### src/rtl/arprr_pkg.sv
// Package for the ARP resolver and responder: beat types, table write
// request, action codes, EtherType and ARP operation constants. No dependencies.
package arprr_pkg;

   localparam int unsigned TableEntries = 256;
   localparam int unsigned SlotW        = $clog2(TableEntries);
   localparam int unsigned MacW         = 48;
   localparam int unsigned IpW          = 32;
   localparam int unsigned CsrIdxW      = 1;

   localparam logic [2:0] ACT_NONE       = 3'd0;
   localparam logic [2:0] ACT_SEND_IP    = 3'd1;
   localparam logic [2:0] ACT_SEND_REQ   = 3'd2;
   localparam logic [2:0] ACT_SEND_REPLY = 3'd3;
   localparam logic [2:0] ACT_DELIVER    = 3'd4;

   localparam logic OPC_TRANSMIT = 1'b0;
   localparam logic OPC_RECEIVE  = 1'b1;

   localparam logic [15:0] ETH_ARP      = 16'h0806;
   localparam logic [15:0] ETH_IPV4     = 16'h0800;
   localparam logic [15:0] ARP_OPER_REQ = 16'd1;

   localparam logic [1:0] OUT_OP_NONE  = 2'd0;
   localparam logic [1:0] OUT_OP_REQ   = 2'd1;
   localparam logic [1:0] OUT_OP_REPLY = 2'd2;

   localparam logic [MacW-1:0] BCAST_MAC = '1;

   localparam logic [CsrIdxW-1:0] CSR_OWN_MAC = 1'd0;
   localparam logic [CsrIdxW-1:0] CSR_OWN_IP  = 1'd1;

   typedef struct packed {
      logic            opcode;
      logic [31:0]     target_ip;
      logic [15:0]     rx_ethertype;
      logic [MacW-1:0] rx_dest_mac;
      logic [MacW-1:0] rx_src_mac;
      logic [15:0]     arp_operation;
      logic [MacW-1:0] arp_sender_mac;
      logic [31:0]     arp_sender_ip;
      logic [31:0]     arp_target_ip;
   } req_type;

   typedef struct packed {
      logic [2:0]      action;
      logic [MacW-1:0] out_dest_mac;
      logic [15:0]     out_ethertype;
      logic [1:0]      out_arp_operation;
      logic [MacW-1:0] out_arp_target_mac;
      logic [31:0]     out_arp_target_ip;
   } rsp_type;

   typedef struct packed {
      logic             en;
      logic [SlotW-1:0] addr;
      logic [MacW-1:0]  data;
   } tbl_wr_type;

endpackage

### src/rtl/arprr_decide.sv
// Per-beat decision: resolve, request, reply or deliver, and the table update.
// Depends on arprr_pkg.
module arprr_decide import arprr_pkg::*; (
   input  logic            item_valid,
   input  req_type         item,
   input  logic [MacW-1:0] entry,
   input  logic [MacW-1:0] own_mac,
   input  logic [7:0]      own_ip_lo,
   output rsp_type         result,
   output tbl_wr_type      wr
);

   logic known;
   logic target_match;

   assign known        = (entry != '0);
   assign target_match = (item.arp_target_ip[7:0] == own_ip_lo);

   always_comb begin
      result  = '0;
      wr.en   = 1'b0;
      wr.addr = item.arp_sender_ip[SlotW-1:0];
      wr.data = item.arp_sender_mac;
      if (item.opcode == OPC_TRANSMIT) begin
         if (!known) begin
            result.action            = ACT_SEND_REQ;
            result.out_dest_mac      = BCAST_MAC;
            result.out_ethertype     = ETH_ARP;
            result.out_arp_operation = OUT_OP_REQ;
            result.out_arp_target_ip = item.target_ip;
         end else begin
            result.action        = ACT_SEND_IP;
            result.out_dest_mac  = entry;
            result.out_ethertype = ETH_IPV4;
         end
      end else if (item.rx_ethertype == ETH_ARP) begin
         wr.en = item_valid && (known || target_match);
         if (target_match && (item.arp_operation == ARP_OPER_REQ)) begin
            result.action             = ACT_SEND_REPLY;
            result.out_dest_mac       = item.rx_src_mac;
            result.out_ethertype      = ETH_ARP;
            result.out_arp_operation  = OUT_OP_REPLY;
            result.out_arp_target_mac = item.arp_sender_mac;
            result.out_arp_target_ip  = item.arp_sender_ip;
         end
      end else if ((item.rx_ethertype == ETH_IPV4) && (item.rx_dest_mac == own_mac)) begin
         result.action        = ACT_DELIVER;
         result.out_dest_mac  = item.rx_dest_mac;
         result.out_ethertype = ETH_IPV4;
      end
   end

endmodule

### config.mk
export PLATFORM = sky130hd
export DESIGN_NAME = arprr_decide
export DESIGN_NICKNAME = d
export VERILOG_FILES = /design/src/rtl/arprr_pkg.sv /design/src/rtl/arprr_decide.sv
export SDC_FILE = /design/constraint.sdc
export NUM_CORES = 1
export LEC_CHECK = 0
export BUFFER_PORTS_ARGS = -buffer_cell sky130_fd_sc_hd__buf_2
export CAP_MARGIN = 0
export CORE_AREA = 2 2 228 230
export DETAILED_ROUTE_END_ITERATION = 8
export DIE_AREA = 0 0 230 232
export SYNTH_ARGS = -nofsm -noshare
export SYNTH_HDL_FRONTEND = slang
export SYNTH_SLANG_ARGS = --single-unit
### constraint.sdc
create_clock -name vclk -period 3.55
set_input_delay 0.8875 -clock vclk [all_inputs]
set_output_delay 0.8875 -clock vclk [all_outputs]
set_load 0.02 [all_outputs]
==> impl_results.md, run 1 <==
* Hold Path Sink: wr[0]
* # Max-Cap Violations at 0
* VDD IR max at 42.0 uV
* Largest net degree at the start of global routing at 50
* Placed Instances at 1850
* Worst hold-check path type: in -> out
* CP Max Fanout at 9
* Status: finished with violations
* Ports at 584
* Final WS setup at -0.224 ns
* Crit. End Element: primary output
* Clock buffer cells at 0
* Die area at 0.0534 mm2
* Hold path cells at 2
* P per Cell Area at 89.4 mW/mm2
* Yosys warns at 0
* Remaining Overflow, GRT at 0
* Most common cell after layout, fill and taps aside: buf_2
* Final min period at 3.77 ns
* Syn-to-layout area delta at 183%
* Max Clk Rate at 0.265 GHz
* Post-synthesis cell type count at 31
* Post-route setup TNS at -14.10 ns
* Fin util at 0.210
* Vias in the first global route at 6699
* Die width at 230 um
* Startpoint types: input port
* Worst Path Required at 2.66 ns
* HPWL Detailed at 29400 um
* Antenna violations before repair at 1
* Register Area at 0 um2
* Starting density of the core at 0.0742
* DRT antenna net count at 0
* Vias per Instance at 3.81
* Share of cells above drive strength 1 at 0.732
* Leakage at 0.00490 uW
* CP Launch Point: item[127]
* Synthesized area per cell at 6.04 um2
* Antenna fix cells at 0
* Drt total wl at 40600 um
* Final hold vios at 0
* Pre-Repair DR Iteration Count at 5
* Core area at 0.0509 mm2
* Placement Setup Slack at -0.465 ns
* Row Count at 83
* Slew Limit Fails at 0
* Failing checks: negative setup slack
* Final Cycle Share at 1.06
* Cts hold-fix bufs at 0
* WP data arrival at 2.89 ns
* Post-synthesis cell count at 625
* Min-delay src: item[64]
* Routed length per instance at 21.3 um
* RD Place Congestion at 0.873
* Port Buffer Count at 547
* Commonest cells after routing, fill and taps aside: buf_2 (395), buf_6 (157), buf_4 (116), nand4_1 (71), a21oi_2 (56)
* Die Ht at 232 um
* Sequential cells at 0
* Detailed-route via count at 7272
* Register area share after synthesis at 0
* Mapped Area at 0.00377 mm2
* # nets final at 1609
* Crit Path Category: in -> out
* WHS at 2.01 ns
* First-pass GRT wire length at 47700 um
* DR iter-0 viols at 312
* Gr usage total at 0.125
* RSZ-0062 raised after global routing: yes
* Fin cells at 1909
* DRC at 0
* Final setup viols at 122
## power by group
part / switching (uW) / internal, uW
Sequential: 0 / 0
Combinational: 509 / 445
Clock: 0 / 0
Total: 509 / 445
## final cells by class
class | count | area, um2
fillers | 5692 | 40200
inverters | 49 | 184
multi-input cells | 459 | 3870
well taps | 680 | 851
repair buffers | 721 | 5760
## Yosys cell counts
master | number | area, um2
or4b_1 | 1 | 10.0
xnor2_1 | 52 | 455
buf_6 | 6 | 67.6
nand4_1 | 71 | 444
conb_1 | 1 | 3.75
and2_1 | 1 | 6.26
a21oi_1 | 96 | 480
nor4_1 | 19 | 119
clkbuf_1 | 36 | 135
buf_4 | 74 | 556
o41a_1 | 1 | 11.3
nand3_1 | 1 | 5.00
nand2b_1 | 2 | 12.5
inv_1 | 49 | 184
nor4b_4 | 1 | 23.8
xor2_1 | 4 | 35.0
or4_1 | 1 | 7.51
nor4_4 | 1 | 21.3
nand2_1 | 4 | 15.0
and3_1 | 48 | 300
nor4bb_1 | 1 | 10.0
a22o_1 | 32 | 280
or2_2 | 1 | 6.26
nor3_1 | 49 | 245
nand3b_1 | 1 | 7.51
buf_2 | 11 | 55.1
nor4_2 | 4 | 50.1
o31ai_2 | 1 | 12.5
nor4b_1 | 1 | 8.76
nor2_1 | 53 | 199
buf_1 | 2 | 7.51
## what timing repair did
action,4_1_cts,5_1_grt
endpoints found under the setup margin,133,132
cloned,12,21
gates resized for setup,258,300
pin swaps,29,107
buffers inserted,16,21
## how the worst max path moves through the flow
stage	endpoint	slack [ns]	cells after the start
floorplan	result[115]	0.07	7
global placement	result[110]	-0.48	11
detailed placement	result[102]	-0.47	10
CTS	result[100]	-0.20	13
global route	result[142]	-0.30	12
finish	result[10]	-0.22	10
## stage by stage
| stage | total power, uW | area, um2 |
|---|---|---|
| after floorplan | 330 | 3820 |
| after global placement | 758 | 7640 |
| after detailed placement | 759 | 7640 |
| after CTS | 885 | 9040 |
| after global routing | 1020 | 10700 |
| final | 954 | 10700 |
## worst max-delay path: stages
cell and delay [ns]:
buf_6 0.09, nor4_2 0.27, nand4_1 0.16, buf_4 0.18, nor4_4 0.35, buf_12 0.17, and2_4 0.28, buf_12 0.17
a22o_1 0.19, buf_6 0.13
## cell families after synthesis
kind of cell    count (synthesis)  share of synthesized area
buf+inv                       178                      0.266
compound gates                130                      0.208
simple gates                  260                      0.395
other cells                     1                   0.000993
xor+xnor                       56                      0.130
## metal layers
layer,vias up,global-route usage,part of all wire
li1,3388,-,-
met2,413,0.204,0.46
met4,2,0.0238,0.018
met5,-,0,0.00032
met1,3432,0.162,0.44
met3,37,0.0388,0.086
Power figures use the tool's default switching activity.
==> inputs of run 2 (changes only) <==
- ABC_AREA: default -> 1
- CORE_AREA: 2 2 228 230 -> 2 2 229 231
- DIE_AREA: 0 0 230 232 -> 0 0 231 233
==> impl_results.md, run 2 <==
* Placed Area at 0.00766 mm2 (was 0.00764 mm2)
* # Max-Cap Violations at 0 (unchanged)
* Top-area cell type share of the netlist area at 0.248 (was 0.147)
* Share of cells above drive strength 1 at 0.493 (was 0.732)
* Syn-to-layout area delta at 106% (was 183%)
* Startpoint types: input port (unchanged)
* Leading area contributor after synthesis: nand2_1 (was buf_4)
* VDD IR max at 37.9 uV (was 42.0 uV)
* Core area at 0.0511 mm2 (was 0.0509 mm2)
* Ports at 584 (unchanged)
* Drt total wl at 32300 um (was 40600 um)
* # nets final at 1839 (was 1609)
* Vias in the first global route at 6323 (was 6699)
* Post-synthesis cell type count at 21 (was 31)
* Synthesized area per cell at 4.49 um2 (was 6.04 um2)
* Placed Instances at 2118 (was 1850)
* Antenna violations before repair at 2 (was 1)
* First-pass GRT wire length at 40100 um (was 47700 um)
* Cts hold-fix bufs at 0 (unchanged)
* Most common cell after layout, fill and taps aside: buf_2 (unchanged)
* Worst-path cell chain: buf_2 > nor2_2 > nand2_1 > nor2_2 > nand2_2 > nor3_2 > buf_4 > nand2_8 > nand2_8 > buf_12 > buf_6 > nor2_1 > a21oi_1 > buf_2 (was buf_6 > nor4_2 > nand4_1 > buf_4 > nor4_4 > buf_12 > and2_4 > buf_12 > a22o_1 > buf_6)
* RD Place Congestion at 0.873 (about the same)
* Top post-synthesis cells by area: nand2_1 (25%), nor2_1 (17%), inv_1 (15%) (was buf_4 (15%), a21oi_1 (13%), xnor2_1 (12%))
* Fin cells at 2140 (was 1909)
* DRC at 0 (unchanged)
* Leakage at 0.00517 uW (was 0.00490 uW)
* Final setup viols at 0 (was 122)
* Crit Path Category: in -> out (unchanged)
* Routed length per instance at 15.1 um (was 21.3 um)
* Port Buffer Count at 547 (unchanged)
* Worst Path Required at 2.66 ns (about the same)
* WP data arrival at 2.57 ns (was 2.89 ns)
* Final min period at 3.45 ns (was 3.77 ns)
* Delay-heaviest family, CP: simple AND/OR/NAND/NOR gates (unchanged)
* Sequential cells at 0 (unchanged)
* RSZ-0062 raised after global routing: yes (unchanged)
* Commonest cells after routing, fill and taps aside: buf_2 (506), nand2_1 (263), nor2_1 (165), inv_1 (162), nand3_1 (85) (was buf_2 (395), buf_6 (157), buf_4 (116), nand4_1 (71), a21oi_2 (56))
* Slew Limit Fails at 0 (unchanged)
* Worst hold-check path type: in -> out (unchanged)
* DRT antenna net count at 0 (unchanged)
* CP Max Fanout at 8 (was 9)
* Filler cells at 6013 (was 5692)
* Final Cycle Share at 0.973 (was 1.06)
* Post-route design area at 0.00858 mm2 (was 0.0107 mm2)
* Clock buffer cells at 0 (unchanged)
* Register area share after synthesis at 0 (unchanged)
* Hold path cells at 2 (unchanged)
* Register Area at 0 um2 (unchanged)
* Slowest stage delay, CP at 0.19 ns (was 0.35 ns)
* Vias per Instance at 3.42 (was 3.81)
* Pre-Repair DR Iteration Count at 6 (was 5)
* Status: finished clean (was finished with violations)
* Mapped Area at 0.00417 mm2 (was 0.00377 mm2)
* Largest net degree at the start of global routing at 43 (was 50)
* Die width at 231 um (was 230 um)
* Remaining Overflow, GRT at 0 (unchanged)
* Row Count at 83 (unchanged)
* DR iter-0 viols at 410 (was 312)
* HPWL Detailed at 26300 um (was 29400 um)
* Crit-path slowest cell: buf_2 (was nor4_4)
* Final hold vios at 0 (unchanged)
* Max Clk Rate at 0.290 GHz (was 0.265 GHz)
* Stages on worst setup path at 14 (was 10)
* Top cells by count, synth: nand2_1 (275), nor2_1 (186), inv_1 (163), nand3_1 (97), buf_4 (79) (was a21oi_1 (96), buf_4 (74), nand4_1 (71), nor2_1 (53), xnor2_1 (52))
* Crit. End Element: primary output (unchanged)
* Yosys warns at 0 (unchanged)
* P per Cell Area at 86.0 mW/mm2 (was 89.4 mW/mm2)
* Post-synthesis cell count at 929 (was 625)
* Critical path buffer and inverter count at 5 (unchanged)
* Die Ht at 233 um (was 232 um)
* Most common cell in the netlist: nand2_1 (was a21oi_1)
* Gr usage total at 0.101 (was 0.125)
* Die area at 0.0538 mm2 (was 0.0534 mm2)
* Detailed-route via count at 7317 (was 7272)
* Starting density of the core at 0.0816 (was 0.0742)
## run 2: cell count changes after synthesis, sizes merged, moves of 11 or more
cell / previous run / this run
and3: 48 / 0
xnor2: 52 / 4
clkbuf: 36 / 12
nor3: 49 / 1
a22o: 32 / 0
inv: 49 / 164
nand3: 1 / 97
nor4: 24 / 2
nor2: 53 / 202
a21oi: 96 / 50
nand2: 4 / 275
xor2: 4 / 15
nand4: 71 / 3
## run 2: path summary, 6_finish.rpt
path	from	endpoint
setup / recovery	entry[31]	result[121]
hold / removal	item[110]	wr[46]
## run 2: cell type report
| cell class | instances | area [um2] | share of cell area |
|---|---|---|---|
| diodes | 1 | 2.50 | 0.000292 |
| inverters | 164 | 618 | 0.0721 |
| repair buffers | 631 | 3930 | 0.458 |
| multi-input cells | 664 | 3180 | 0.371 |
| well taps | 680 | 851 | 0.0992 |
## run 2: layer usage
layer,global-route usage,up-vias,share of wire
li1,-,3738,-
met1,0.136,3168,0.44
met2,0.173,385,0.47
met3,0.0165,26,0.082
met4,0.00948,0,0.011
met5,0,-,0
## run 2: kinds of logic after synthesis
kind of cell / Yosys count / synth area share
AND/OR/NAND/NOR: 581 / 0.568
other: 1 / 0.000899
XOR/XNOR: 19 / 0.0399
buffers and inverters: 277 / 0.330
AO/OA/AOI/OAI: 51 / 0.0612
## run 2: metrics by stage
step	setup TNS, ns	util	power (uW)	setup WS (ns)	hold slack [ns]
final	0	0.168	738	0.0972	2.01
after global routing	-0.349	0.168	813	-0.0780	2.01
after CTS	0	0.153	709	0.00394	2.01
after detailed placement	-4.01	0.150	684	-0.175	2.01
after global placement	-3.25	0.150	682	-0.173	2.01
after floorplan	0	-	333	0.214	1.88
## run 2: repair_timing
action,in CTS,in global routing
gates resized for setup,24,141
endpoints found under the setup margin,56,131
pin swaps,3,30
setup buffers,1,11
gates cloned,2,8
## run 2: power breakdown
part | internal (uW) | switching, uW | total, uW | leakage (uW)
logic | 321 | 416 | 738 | 0.00517
clock network | 0.0000376 | 0 | 0.0000376 | 0.00000000634
registers | 0 | 0 | 0 | 0
total | 321 | 416 | 738 | 0.00517
